### src/rtl/core/wifi_module_frame_receiver_macros.svh
// Assertion macros shared by the frame receiver RTL.
// Uses i_clk and i_rst_n of the module that expands them; no other dependencies.
`ifndef WIFI_MODULE_FRAME_RECEIVER_MACROS_SVH
`define WIFI_MODULE_FRAME_RECEIVER_MACROS_SVH

`ifndef SYNTHESIS
// Plain property, checked out of reset.
`define WMFR_ASSERT(lbl, prop) \
    lbl: assert property (@(posedge i_clk) disable iff (!i_rst_n) (prop)) \
        else $error("wmfr assertion failed");
// Antecedent/consequent pair, consequent checked on the next edge.
`define WMFR_ASSERT_NEXT(lbl, ante, cons) \
    lbl: assert property (@(posedge i_clk) disable iff (!i_rst_n) (ante) |=> (cons)) \
        else $error("wmfr assertion failed");
`else
`define WMFR_ASSERT(lbl, prop)
`define WMFR_ASSERT_NEXT(lbl, ante, cons)
`endif

`endif

### src/rtl/core/wmfr_pkg.sv
// Types and constants for the frame receiver.
// No dependencies; used by wmfr_core, wmfr_out_buf and the top level.
`timescale 1ns / 1ps
`default_nettype none

package wmfr_pkg;

    localparam logic [7:0] DATA_START  = 8'hBB;
    localparam logic [7:0] HDR_A5      = 8'hA5;
    localparam logic [7:0] HDR_5A      = 8'h5A;
    localparam logic [7:0] DATA_TAIL   = 8'h44;
    localparam logic [7:0] CODE_RESET  = 8'hE9;
    localparam logic [7:0] CODE_STATUS = 8'hEC;
    localparam logic [7:0] CODE_TIME   = 8'hEE;

    localparam logic [5:0] POS_HDR_END    = 6'd3;
    localparam logic [5:0] POS_CODE       = 6'd6;
    localparam logic [5:0] POS_RESET_END  = 6'd11;
    localparam logic [5:0] POS_STATUS     = 6'd12;
    localparam logic [5:0] POS_STATUS_END = 6'd15;
    localparam logic [5:0] POS_TIME_END   = 6'd19;
    localparam logic [5:0] POS_CHECK      = 6'd61;
    localparam logic [5:0] POS_TAIL       = 6'd62;

    typedef enum logic [2:0] {
        MODE_HUNT = 3'b001,
        MODE_CMD  = 3'b010,
        MODE_DATA = 3'b100
    } t_mode;

    typedef enum logic [2:0] {
        EV_HUNT   = 3'd0,
        EV_FRAME  = 3'd1,
        EV_RESET  = 3'd2,
        EV_STATUS = 3'd3,
        EV_TIME   = 3'd4,
        EV_DROP   = 3'd5,
        EV_OK     = 3'd6,
        EV_BAD    = 3'd7
    } t_event;

    typedef struct packed {
        t_event     event_res;
        logic [5:0] frame_pos;
        logic [7:0] byte_value;
        logic [7:0] module_status;
    } t_result;

endpackage

`default_nettype wire

### src/rtl/core/wmfr_core.sv
// Frame parser: mode, position, header window, code/status and checksum state.
// Depends on wmfr_pkg; one byte per i_go, result formed combinationally.
`timescale 1ns / 1ps
`default_nettype none
`include "wifi_module_frame_receiver_macros.svh"

module wmfr_core (
    input  wire logic             i_clk,
    input  wire logic             i_rst_n,
    input  wire logic             i_go,
    input  wire logic [7:0]       i_byte,
    output wmfr_pkg::t_result     o_result
);
    import wmfr_pkg::*;

    t_mode            r_mode,   n_mode;
    logic [5:0]       r_pos,    n_pos;
    logic [3:0][7:0]  r_win,    n_win;
    logic [7:0]       r_code,   n_code;
    logic [7:0]       r_status, n_status;
    logic [7:0]       r_sum,    n_sum;
    logic [7:0]       r_check,  n_check;
    logic [5:0]       p_inc;
    t_result          res;

    assign p_inc = r_pos + 6'd1;

    always_comb begin
        n_mode   = r_mode;
        n_pos    = r_pos;
        n_win    = r_win;
        n_code   = r_code;
        n_status = r_status;
        n_sum    = r_sum;
        n_check  = r_check;
        res.event_res     = EV_HUNT;
        res.frame_pos     = 6'd0;
        res.byte_value    = i_byte;
        res.module_status = 8'd0;
        unique case (r_mode)
            MODE_CMD: begin
                n_pos = p_inc;
                res.frame_pos = p_inc;
                res.event_res = EV_FRAME;
                if (p_inc == POS_CODE) n_code = i_byte;
                if (p_inc == POS_STATUS) n_status = i_byte;
                if (p_inc == POS_RESET_END && r_code == CODE_RESET) begin
                    res.event_res = EV_RESET;
                    n_mode = MODE_HUNT;
                end else if (p_inc == POS_STATUS_END && r_code == CODE_STATUS) begin
                    res.event_res = EV_STATUS;
                    res.module_status = r_status;
                    n_mode = MODE_HUNT;
                end else if (p_inc == POS_TIME_END && r_code == CODE_TIME) begin
                    res.event_res = EV_TIME;
                    n_mode = MODE_HUNT;
                end else if (p_inc > POS_TIME_END) begin
                    res.event_res = EV_DROP;
                    n_mode = MODE_HUNT;
                end
            end
            MODE_DATA: begin
                n_pos = p_inc;
                res.frame_pos = p_inc;
                res.event_res = EV_FRAME;
                if (p_inc[5:2] == 4'd0) n_win[p_inc[1:0]] = i_byte;
                if (p_inc == POS_CHECK) n_check = i_byte;
                if (p_inc < POS_CHECK) begin
                    n_sum = r_sum + i_byte;
                end else if (p_inc == POS_TAIL && i_byte == DATA_TAIL
                             && r_check == 8'(~r_sum + 8'd1)) begin
                    res.event_res = EV_OK;
                    n_mode = MODE_HUNT;
                end else if (p_inc > POS_TAIL) begin
                    res.event_res = EV_BAD;
                    n_mode = MODE_HUNT;
                end
            end
            default: begin
                if (i_byte == DATA_START) begin
                    n_win[0] = DATA_START;
                    n_pos    = 6'd0;
                    n_sum    = 8'd0;
                    n_mode   = MODE_DATA;
                    res.event_res = EV_FRAME;
                end else begin
                    n_win = {i_byte, r_win[3], r_win[2], r_win[1]};
                    if (r_win[1] == HDR_A5 && r_win[2] == HDR_A5
                        && r_win[3] == HDR_5A && i_byte == HDR_5A) begin
                        n_pos  = POS_HDR_END;
                        n_mode = MODE_CMD;
                        res.event_res = EV_FRAME;
                        res.frame_pos = POS_HDR_END;
                    end
                end
            end
        endcase
    end

    always_ff @(posedge i_clk) begin
        if (!i_rst_n) begin
            r_mode   <= MODE_HUNT;
            r_pos    <= 6'd0;
            r_win    <= '0;
            r_code   <= 8'd0;
            r_status <= 8'd0;
            r_sum    <= 8'd0;
            r_check  <= 8'd0;
        end else if (i_go) begin
            r_mode   <= n_mode;
            r_pos    <= n_pos;
            r_win    <= n_win;
            r_code   <= n_code;
            r_status <= n_status;
            r_sum    <= n_sum;
            r_check  <= n_check;
        end
    end

    assign o_result = res;

    `WMFR_ASSERT(a_cmd_pos_range, (r_mode != MODE_CMD) || (r_pos >= POS_HDR_END && r_pos <= POS_TIME_END))
    `WMFR_ASSERT(a_data_pos_range, (r_mode != MODE_DATA) || (r_pos <= POS_CHECK) || (r_pos == POS_TAIL))
    `WMFR_ASSERT(a_status_code, !(i_go && res.event_res == EV_STATUS) || (r_code == CODE_STATUS))

endmodule

`default_nettype wire

### src/rtl/core/wmfr_out_buf.sv
// Two-entry result buffer between the parser and the output channel.
// Depends on wmfr_pkg for the result type.
`timescale 1ns / 1ps
`default_nettype none
`include "wifi_module_frame_receiver_macros.svh"

module wmfr_out_buf (
    input  wire logic             i_clk,
    input  wire logic             i_rst_n,
    input  wire logic             i_push,
    input  wire wmfr_pkg::t_result i_data,
    output logic                  o_full,
    output logic                  o_valid,
    input  wire logic             i_stall,
    output wmfr_pkg::t_result     o_data
);
    import wmfr_pkg::*;

    t_result     r_q [2];
    logic        r_wr;
    logic        r_rd;
    logic [1:0]  r_cnt;
    logic        pop;

    assign o_full  = (r_cnt == 2'd2);
    assign o_valid = (r_cnt != 2'd0);
    assign pop     = o_valid && !i_stall;
    assign o_data  = r_q[r_rd];

    always_ff @(posedge i_clk) begin
        if (i_push) r_q[r_wr] <= i_data;
    end

    always_ff @(posedge i_clk) begin
        if (!i_rst_n) begin
            r_wr  <= 1'b0;
            r_rd  <= 1'b0;
            r_cnt <= 2'd0;
        end else begin
            if (i_push) r_wr <= ~r_wr;
            if (pop) r_rd <= ~r_rd;
            if (i_push && !pop) r_cnt <= r_cnt + 2'd1;
            else if (pop && !i_push) r_cnt <= r_cnt - 2'd1;
        end
    end

    `WMFR_ASSERT(a_cnt_range, r_cnt != 2'd3)
    `WMFR_ASSERT(a_no_push_full, !(i_push && o_full))
    `WMFR_ASSERT_NEXT(a_pop_drains, pop && !i_push, r_cnt == $past(r_cnt) - 2'd1)

endmodule

`default_nettype wire

### src/rtl/core/wifi_module_frame_receiver.sv
// Frame receiver top level: input beat register, parser and result buffer.
// Depends on wmfr_pkg, wmfr_core and wmfr_out_buf.
//
// Usage:
//   Input channel (i_rx_valid / o_rx_stall) carries one received byte per beat.
//   Output channel (o_res_valid / i_res_stall) carries one result beat per
//   input beat, in order: event code, frame position, echoed byte, status.
//   A byte accepted on the input passes through the input register, then is
//   parsed into the result buffer that drives the output channel.
//   Throughput: one byte per cycle while the result buffer is not full; the
//   parser state is updated from the registered byte as it advances.
//   The result buffer holds two beats, so a new byte is still taken while a
//   result waits. o_rx_stall rises only when the input register is occupied
//   and both buffer entries are full; it is driven from registers only.
//   Reset (synchronous, active low) empties the pipeline and returns the
//   parser to hunting with a cleared header window and checksum state.
`timescale 1ns / 1ps
`default_nettype none

module wifi_module_frame_receiver (
    input  wire logic        i_clk,
    input  wire logic        i_rst_n,
    input  wire logic        i_rx_valid,
    output logic             o_rx_stall,
    input  wire logic [7:0]  i_rx_byte,
    output logic             o_res_valid,
    input  wire logic        i_res_stall,
    output logic [2:0]       o_event_res,
    output logic [5:0]       o_frame_pos,
    output logic [7:0]       o_byte_value,
    output logic [7:0]       o_module_status
);
    import wmfr_pkg::*;

    logic        r_in_valid;
    logic [7:0]  r_in_byte;
    logic        buf_full;
    logic        advance;
    logic        accept;
    t_result     core_res;
    t_result     out_res;

    assign advance    = r_in_valid && !buf_full;
    assign o_rx_stall = r_in_valid && buf_full;
    assign accept     = i_rx_valid && !o_rx_stall;

    always_ff @(posedge i_clk) begin
        if (!i_rst_n) begin
            r_in_valid <= 1'b0;
        end else begin
            r_in_valid <= accept || (r_in_valid && !advance);
        end
    end

    always_ff @(posedge i_clk) begin
        if (accept) r_in_byte <= i_rx_byte;
    end

    wmfr_core u_core (
        .i_clk    (i_clk),
        .i_rst_n  (i_rst_n),
        .i_go     (advance),
        .i_byte   (r_in_byte),
        .o_result (core_res)
    );

    wmfr_out_buf u_out_buf (
        .i_clk   (i_clk),
        .i_rst_n (i_rst_n),
        .i_push  (advance),
        .i_data  (core_res),
        .o_full  (buf_full),
        .o_valid (o_res_valid),
        .i_stall (i_res_stall),
        .o_data  (out_res)
    );

    assign o_event_res     = out_res.event_res;
    assign o_frame_pos     = out_res.frame_pos;
    assign o_byte_value    = out_res.byte_value;
    assign o_module_status = out_res.module_status;

endmodule

`default_nettype wire
### config.mk
export PLATFORM = sky130hd
export DESIGN_NAME = wifi_module_frame_receiver
export DESIGN_NICKNAME = d
export VERILOG_FILES = /design/src/rtl/core/wmfr_pkg.sv /design/src/rtl/core/wmfr_core.sv /design/src/rtl/core/wmfr_out_buf.sv /design/src/rtl/core/wifi_module_frame_receiver.sv
export VERILOG_INCLUDE_DIRS = /design/src /design/src/rtl/core
export SDC_FILE = /design/constraint.sdc
export NUM_CORES = 1
export LEC_CHECK = 0
export BUFFER_PORTS_ARGS = -buffer_cell sky130_fd_sc_hd__buf_2
export CELL_PAD_IN_SITES_DETAIL_PLACEMENT = 1
export CELL_PAD_IN_SITES_GLOBAL_PLACEMENT = 1
export CORE_MARGIN = 3
export CORE_UTILIZATION = 50
export CTS_BUF_LIST = sky130_fd_sc_hd__clkbuf_8
export CTS_CLUSTER_DIAMETER = 50
export CTS_CLUSTER_SIZE = 24
export DETAILED_ROUTE_END_ITERATION = 16
export GPL_TIMING_DRIVEN = 0
export PLACE_DENSITY = 0.8
export SETUP_SLACK_MARGIN = 0.15
export SLEW_MARGIN = 0
export SYNTH_ARGS = -nofsm -noshare
export SYNTH_HDL_FRONTEND = slang
export SYNTH_SLANG_ARGS = --single-unit
export TNS_END_PERCENT = 1
### constraint.sdc
create_clock -name i_clk -period 3.4 [get_ports i_clk]
set_clock_uncertainty 0.1 [all_clocks]
set_input_delay 0.17 -clock i_clk [delete_from_list [all_inputs] [get_ports i_clk]]
set_output_delay 0.17 -clock i_clk [all_outputs]
set_load 0.02 [all_outputs]
Word-level counts from Yosys, hierarchy flattened
Memory sizes are Yosys's and may differ from the RTL's. A register that Yosys moved wholly into a read port is not among the register bits.
Index checks and enable logic that the tools add are counted.
{"block": "word_totals", "ff_bits": 86, "latch_bits": 0, "mem_bits_rw": 50, "mem_bits_ro": 0, "inputBits": 12, "elab_cells": 136, "mem_count": 1}
{"memory": "u_out_buf.r_q", "words": 2, "width": 25, "rd": 1, "rd_ports_with_merged_regs": 1, "wr": 1, "line_no": "wmfr_out_buf.sv:19", "rtl": "t_result r_q [2];"}
{"block": "classes", "n_addsub": 5, "mul": 0, "n_div": 0, "magnitude_cmp": 5, "eq_ne": 26, "n_shift": 0, "n_mux": 43, "n_bitwise": 4, "n_reduce_logical": 37}
{"op": "32-bit case mux with 2 select lines", "n": 1}
{"op": "8-bit two-way mux", "n": 7}
{"op": "8-bit == test, second input constant", "n": 6}
{"op": "3-bit two-way mux", "n": 16}
{"op": "32-bit bitwise mux", "n": 1}
{"op": "32-bit two-way mux", "n": 1}
{"op": "8-bit by 7-bit == test with 1-bit output, second input constant", "n": 3}
{"op": "24-bit two-way mux", "n": 1}
{"op": "6-bit two-way mux", "n": 4}
{"op": "6-bit by 4-bit == test with 1-bit output, second input constant", "n": 3}
{"op": "9-bit case mux with 2 select lines", "n": 1}
{"op": "8-bit demux with 2-bit select", "n": 1}
{"op": "1-bit logical AND", "n": 16}
{"op": "8-bit case mux with 2 select lines", "n": 1}
{"op": "6-bit == test, second input constant", "n": 2}
{"op": "3-bit AND reduction", "n": 4}
{"op": "8-bit by 1-bit adder with 8-bit output, second input constant", "n": 1}
{"op": "8-bit adder", "n": 1}
{"op": "8-bit == test", "n": 1}
{"op": "8-bit NOT", "n": 1}
{"op": "4-bit AND reduction", "n": 2}
{"op": "7-bit two-way mux", "n": 1}
{"op": "6-bit by 1-bit adder with 6-bit output, second input constant", "n": 1}
{"op": "6-bit by 3-bit == test with 1-bit output, second input constant", "n": 1}
{"op": "28 further kinds", "n": 43}

Longest topological paths before layout
Gate-level depths: netlist of run 1.
{"block": "logic_depth", "ltp_word": 8, "ltp_mapped": 10, "mapped_depth_nobuf": 9}

Cells and area by module
A second synthesis of run 1 with hierarchy kept.
{"block": "unflattened", "hier_cells": 591, "hier_area_um2": 6322.3}
{"module": "wmfr_core", "n_inst": 1, "cells_per_inst": 478, "area_each_um2": 4006.3}
{"module": "wmfr_out_buf", "n_inst": 1, "cells_per_inst": 100, "area_each_um2": 2025.7}
{"module": "wifi_module_frame_receiver", "n_inst": 1, "cells_per_inst": 13, "area_each_um2": 290.3}

Least setup slack after synthesis of run 1
No wires, ideal clock.
{"block": "synth_path", "path_type": "reg2reg", "start": "register u_core.r_pos[1]", "end": "memory u_out_buf.r_q[0][22] (netlist name), data pin", "setup_ns": 0.278, "arrival_ns": 2.307, "t_required_ns": 3.022, "path_slack_ns": 0.715, "path_stages_with_launch": 9, "path_buffers": 1, "path_cell_list": "dfxtp_1 -> ha_1 -> clkbuf_1 -> nand3_1 -> xnor2_1 -> nor3_2 -> a31oi_1 -> o21a_1 -> or4_1"}
{"item": "start, declared", "line_no": "wmfr_core.sv:17", "rtl": "logic [5:0] r_pos, n_pos;"}
{"item": "start signal, assigned", "line_no": "wmfr_core.sv:111", "rtl": "r_pos <= n_pos;"}
{"item": "end, declared", "line_no": "wmfr_out_buf.sv:19"}

==> results of run 1 <==
==> worst min-delay path by stage <==
stage,to,start,slack (ns),cells past startpoint
floorplan,r_in_byte[0],i_rx_byte[0],0.17,0
global placement,r_in_byte[5],i_rx_byte[5],0.25,1
detailed placement,r_in_byte[0],i_rx_byte[0],0.25,1
CTS,u_core.r_sum[7],i_rst_n,0.07,4
global route,u_core.r_sum[7],i_rst_n,0.14,4
finish,u_core.r_sum[7],i_rst_n,0.09,4
==> critical path, stage by stage (launching register included) <==
cell and delay (ns):
dfxtp_1 0.49, ha_1 0.22, clkbuf_1 0.26, nand3_1 0.18, xnor2_1 0.25, nor3_4 0.31
a31oi_2 0.33, o21a_1 0.20, or4_1 0.61
==> synthesized netlist by cell type, types with 2 or more instances <==
library cell / count
nor3_2: 2
nor2_1: 18
mux2_2: 25
and2_1: 7
a21boi_0: 2
nand2b_1: 5
o211a_1: 17
dfxtp_1: 71
a2111o_1: 2
edfxtp_1: 58
nor4b_1: 4
a22oi_1: 7
nand2_1: 39
o21ai_1: 2
nand3_1: 42
clkbuf_1: 18
a2111oi_0: 2
ha_1: 14
nand4_1: 8
and3_1: 13
o21ai_0: 10
nor3_1: 9
a21oi_1: 13
nor2b_1: 47
mux2i_1: 34
nor4_1: 4
buf_2: 11
o21bai_1: 2
or4b_1: 2
inv_1: 11
a31oi_1: 5
xnor2_1: 12
or3_1: 3
nand4b_1: 2
nor4bb_1: 4
a21o_1: 3
nand3b_1: 3
xor2_1: 8
o21a_1: 4
or2_2: 4
==> state kept, by name, summed over array words and instances, names as in the netlist, named ones only <==
signal / flops
u_out_buf.r_q: 50
u_core.r_win: 24
r_in_byte: 8
u_core.r_check: 8
u_core.r_code: 8
u_core.r_status: 8
u_core.r_sum: 8
u_core.r_pos: 6
u_core.r_mode: 3
u_out_buf.r_cnt: 2
r_in_valid: 1
u_out_buf.r_rd: 1
u_out_buf.r_wr: 1
==> layer usage <==
metal / up-vias / routed length, um / share of wire, %
met5: - / 0 / 0
met4: 0 / 383 / 2.3
met3: 34 / 938 / 5.6
met2: 135 / 8636 / 51
met1: 2346 / 6889 / 41
li1: 2210 / - / -
==> repair_timing <==
item                                    in CTS  in global routing
hold buffers                                 9                  0
endpoints found under the hold margin        9                  0
resized for setup                            2                  0
cloned                                       0                  0
endpoints found under the setup margin       4                 14
==> power breakdown <==
group | internal [mW] | switching [mW]
Clock | 0.731 | 0.658
Combinational | 0.311 | 0.446
Sequential | 1.75 | 0.0863
==> cells in the final DEF, fill, tap and decap left out, types with 5 or more instances in the layout <==
cell,Yosys,routed
nand3_1,42,42
a21oi_1,13,13
nor3_1,9,9
nand2b_1,5,5
buf_2,11,49
inv_1,11,12
and3_1,13,13
o211a_1,17,17
nand2_1,39,39
clkbuf_8,0,17
o21ai_0,10,10
dfxtp_1,71,71
nor2_1,18,17
and2_1,7,7
mux2i_1,34,34
ha_1,14,14
mux2_2,25,25
clkbuf_1,18,18
edfxtp_1,58,58
nor2b_1,47,47
nand4_1,8,8
dlygate4sd3_1,0,9
xnor2_1,12,12
a22oi_1,7,7
xor2_1,8,8
==> cells by family after synthesis <==
logic type / after synthesis
muxes: 59
buffers and inverters: 42
adders and majority gates: 15
AOI/OAI and AO/OA: 80
xor gates and xnor gates: 20
DFF: 129
and+or+nand+nor: 221
==> cell type report <==
type                       instances  area (um^2)
tap                              164        205.2
sequential                       129         3163
clock buffer                      17        234.0
multi-input combinational        395         2849
fill                            1257         4649
timing repair buffer              48        295.3
clock inverter                    15        181.4
buffer                            31        141.4
inverter                          11        41.29
==> run metrics, run 1 <==
status complete, no violations; Via density 5.833; main flop type after synthesis dfxtp_1; port bufs 38; Worst Setup End Kind flip-flop; CP startpoint u_core.r_pos[1]; Worst Path Arrival 3.30 ns; Synthesis Warnings 0; final instance area 7111 um^2; CTS Root Cell clkbuf_8; Post-Syn Area 6180 um^2; Die Ht 117.2 um; Peak VDD IR 0.2674 mV; non-filler cells, final 810; RSZ-0062 raised after global routing true; final worst setup slack 0.1592 ns; critical path endpoint u_out_buf.r_q[1][22]; placed cell area 6593 um^2; area leader, netlist edfxtp_1; Die ar. 13730 um^2; GRT overflow 0; grt met3 use 5.296%; main combinational cell family by area after synthesis simple AND/OR/NAND/NOR gates; Hold WS 0.08727 ns; Seq cells post-synth 129; Final ANT Viol Nets 0; Synth Area in Compound Gates 9.759%; Max Cap Violations 0; critical path type reg2reg; post-DP HPWL 11470 um; CORE AREA 11760 um^2; f_max 0.3086 GHz; Seq/Total Area, Yosys 51.18%; CP startpoint kind flip-flop; via count 4725; Syn Area/Cell 10.92 um^2; Total Negative Setup Slacks 0 ns; fin crit share 95.32%; WL final 16850 um; htree depth 4; placed cells 769; Detailed Routing Iterations Pass 1 5; Register-to-Register Path Depth 8; mux contribution to synthesized area 10.06%; library cells used by synthesis 59; Setup WS pre-CTS 0.04020 ns; post-layout util 60.46%; first-pass GRT wire length 26800 um; M1 GR Usage 31.46%; Syn Nets 593; FP Rows 39; clk_lat worst skew 0.46 ns; max-slew violations 0; initial antenna violation count 0; # clock sinks 129; CTS clk-pin slew, worst paths 0.08 ns; global routing's busiest layer met2; GRT Total Usage 26.10%; layout cells sized above 1 18.89%; Max FO, Critical Path 10; CTS tree done; Hold Fails Final Rpt 0; Bufs on Longest Clock Path 2; post-CTS setup buffers 0; Rel. slew slack 22.90%; number of buffers created by CTS 17; PD cells 559.9 nW/um^2; number of synthesized flops with an enable pin 58; vias in the first global route 5055; post-synthesis async set-or-reset flop share 0%; pin count of the biggest net entering global routing 26; Post-Synth Adder-Cell Area 3.159%; Starting Density 52.55%; DR DRC count 0; minimum clock period 3.241 ns; # diodes 0; 1st-iter DRT viols 282; met2 Use GR 44.98%; Die Wd 117.2 um; Worst-Margin Slew 1.156 ns; Synth Area in Simple Gates 20.04%; Layout area overhead 15.06%; XOR/XNOR Fraction of Synth Area 2.835%; Cells after Synth 566; top post-synthesis cells by area edfxtp_1, dfxtp_1, mux2i_1; Final GP Congestion 0.8576; R2R Setup Slk 0.16 ns; Static Leak 2.784 nW; total power 3.981 mW; worst path required time 3.46 ns; Routed WL per cell 20.80 um; Hold WC Path Type in2reg; final layout net count 660; worst r2r src u_core.r_pos[1]; worst reg2reg endpoint u_out_buf.r_q[1][22]; # IOs 39; Yosys top cell area share 28.18%; count of final setup violators 0
No activity file was read; power rests on OpenSTA's default activity.
==> run 2: changes to the inputs <==
==> constraint.sdc (replaced) <==
create_clock -name i_clk -period 3.4 [get_ports i_clk]
set_clock_uncertainty 0.1 [all_clocks]
set_input_delay 0.51 -clock i_clk [delete_from_list [all_inputs] [get_ports i_clk]]
set_output_delay 0.51 -clock i_clk [all_outputs]
set_load 0.02 [all_outputs]
==> run 2 against run 1 <==
Against the previous run:
- global-route usage fell by 0.68 points
- first-iteration DRC count rose by 5.3%
- flip-flop and latch count did not move
- via count fell by 0.74%
- final cell count fell by 1.1%
- hold slack improved by 0.047 ns
- die area did not move
- largest cell class unchanged
- utilization fell by 0.66 points
- cell area fell by 1.1%
==> run metrics, run 2 (same netlist as run 1, synthesis figures left out) <==
CORE AREA 11760 um^2 (unchanged); Switching Share 29.76% (was 29.89%); Die ar. 13730 um^2 (unchanged); Rel. slew slack 22.98% (was 22.90%); grt met3 use 4.936% (was 5.296%); Worst Setup End Kind flip-flop (unchanged); fin crit share 93.71% (was 95.32%); CTS clk-pin slew, worst paths 0.08 ns (about the same); count of final setup violators 0 (unchanged); most frequent cells in the layout dfxtp_1, edfxtp_1, buf_2 (unchanged); Worst Path Arrival 3.42 ns (was 3.30 ns); Starting Density 52.55% (unchanged); final worst setup slack 0.2137 ns (was 0.1592 ns); initial antenna violation count 0 (unchanged); Die Ht 117.2 um (unchanged); status complete, no violations (unchanged); met2 Use GR 43.63% (was 44.98%); global routing's busiest layer met2 (unchanged); Detailed Routing Iterations Pass 1 5 (unchanged); post-CTS setup buffers 0 (unchanged); DR DRC count 0 (unchanged); vias in the first global route 5000 (was 5055); Bufs on Longest Clock Path 2 (unchanged); minimum clock period 3.186 ns (was 3.241 ns); layout cells sized above 1 19.31% (was 18.89%); first-pass GRT wire length 26130 um (was 26800 um); post-DP HPWL 11470 um (unchanged); P_sw 1.180 mW (was 1.190 mW); total power 3.965 mW (was 3.981 mW); Worst-Margin Slew 1.155 ns (was 1.156 ns); # diodes 0 (unchanged); clk_lat worst skew 0.45 ns (was 0.46 ns); WL final 16480 um (was 16850 um); critical path type reg2reg (unchanged); Layout area overhead 13.81% (was 15.06%); GRT overflow 0 (unchanged); PD cells 563.8 nW/um^2 (was 559.9 nW/um^2); Total Negative Setup Slacks 0 ns (unchanged); M1 GR Usage 31.13% (was 31.46%); number of buffers created by CTS 17 (unchanged); Static Leak 2.746 nW (was 2.784 nW); port bufs 38 (unchanged); largest reg by FF count u_out_buf.r_q (unchanged); Final ANT Viol Nets 0 (unchanged); max-slew violations 0 (unchanged); CP startpoint kind flip-flop (unchanged); CTS Root Cell clkbuf_8 (unchanged); Hold WC Path Type in2reg (unchanged); sequential share of power 46.3% (was 46.1%); final layout net count 651 (was 660); combinational share of power 18.9% (was 19.0%); 1st-iter DRT viols 297 (was 282); Max Cap Violations 0 (unchanged); Peak VDD IR 0.2341 mV (was 0.2674 mV); clock share of power 34.8% (was 34.9%); Hold Fails Final Rpt 0 (unchanged); pin count of the biggest net entering global routing 26 (unchanged); Internal 2.785 mW (was 2.791 mW); worst path required time 3.63 ns (was 3.46 ns); # clock sinks 129 (unchanged); Hold WS 0.1345 ns (was 0.08727 ns); RSZ-0062 raised after global routing true (unchanged); CTS tree done (unchanged); GRT Total Usage 25.42% (was 26.10%); Max FO, Critical Path 11 (was 10); commonest non-fill, non-tap cell in the layout dfxtp_1 (unchanged); # IOs 39 (unchanged); Fillers 1258 (was 1257); Regs by FF count u_out_buf.r_q x50, u_core.r_win x24 (unchanged); Setup WS pre-CTS 0.04020 ns (unchanged); Final GP Congestion 0.8576 (unchanged); FP Rows 39 (unchanged); f_max 0.3138 GHz (was 0.3086 GHz); htree depth 4 (unchanged); via count 4690 (was 4725); Routed WL per cell 20.57 um (was 20.80 um); max FFs per register 50 (unchanged); Via density 5.855 (was 5.833); Die Wd 117.2 um (unchanged)
run 2: cell types whose count changed in the layout (fill, tap and decap cells not counted):
cell	previous run	this run
a31oi_2	1	0
a21oi_1	13	12
a21oi_2	1	2
dlygate4sd3_1	9	0
a31oi_4	0	1
run 2: stage by stage:
step                      std cells  utilization [%]  cell area (um^2)
after global placement          768            55.91              6575
final                           801            59.80              7033
after detailed placement        769            56.06              6593
after CTS                       801            59.70              7020
after floorplan                 566                -              6180
after global routing            801            59.80              7033
run 2: layout make-up:
cell class	count	area (um^2)	share of cell area [%]
buffer	31	141.4	2.010
timing repair buffer	39	205.2	2.918
clock inverter	15	181.4	2.580
clock buffer	17	234.0	3.327
inverter	11	41.29	0.5871
sequential	129	3163	44.97
multi-input combinational	395	2861	40.69
tap	164	205.2	2.918
run 2: final timing paths:
check                endpoint              from  cells after the start  slack, ns
max          u_core.r_mode[2]      r_in_byte[0]                      6       0.21
min              r_in_byte[0]      i_rx_byte[0]                      1       0.13
max reg2reg  u_core.r_mode[2]      r_in_byte[0]                      6       0.21
min reg2reg  u_core.r_mode[2]  u_core.r_mode[2]                      2       0.38
run 2: metal layers:
| layer | vias up | wire length [um] |
|---|---|---|
| met5 | - | 0 |
| met4 | 0 | 435 |
| met3 | 36 | 522 |
| met2 | 103 | 8234 |
| met1 | 2356 | 7287 |
| li1 | 2195 | - |
run 2: power groups by stage:
stage / clock network, mW / registers, mW / logic (mW)
after floorplan: 0 / 1.83 / 0.530
after global placement: 0 / 1.86 / 0.703
after detailed placement: 0 / 1.87 / 0.735
after CTS: 1.41 / 1.83 / 0.757
after global routing: 1.48 / 1.85 / 0.810
final: 1.38 / 1.84 / 0.748
run 2: worst max-delay path: stages (launching register included):
cell      delay [ns]
edfxtp_1        0.67
or4b_1          0.67
nor4_1          0.49
o21ai_1         0.33
a311oi_2        0.44
o21ai_1         0.21
mux2i_1         0.15
run 2: what timing repair did:
item / 4_1_cts / 5_1_grt
hold buffers: 0 / 0
pin swaps: 0 / 0
setup endpoints to repair: 4 / 13
gates resized for setup: 2 / 2
endpoints found under the hold margin: 0 / 0
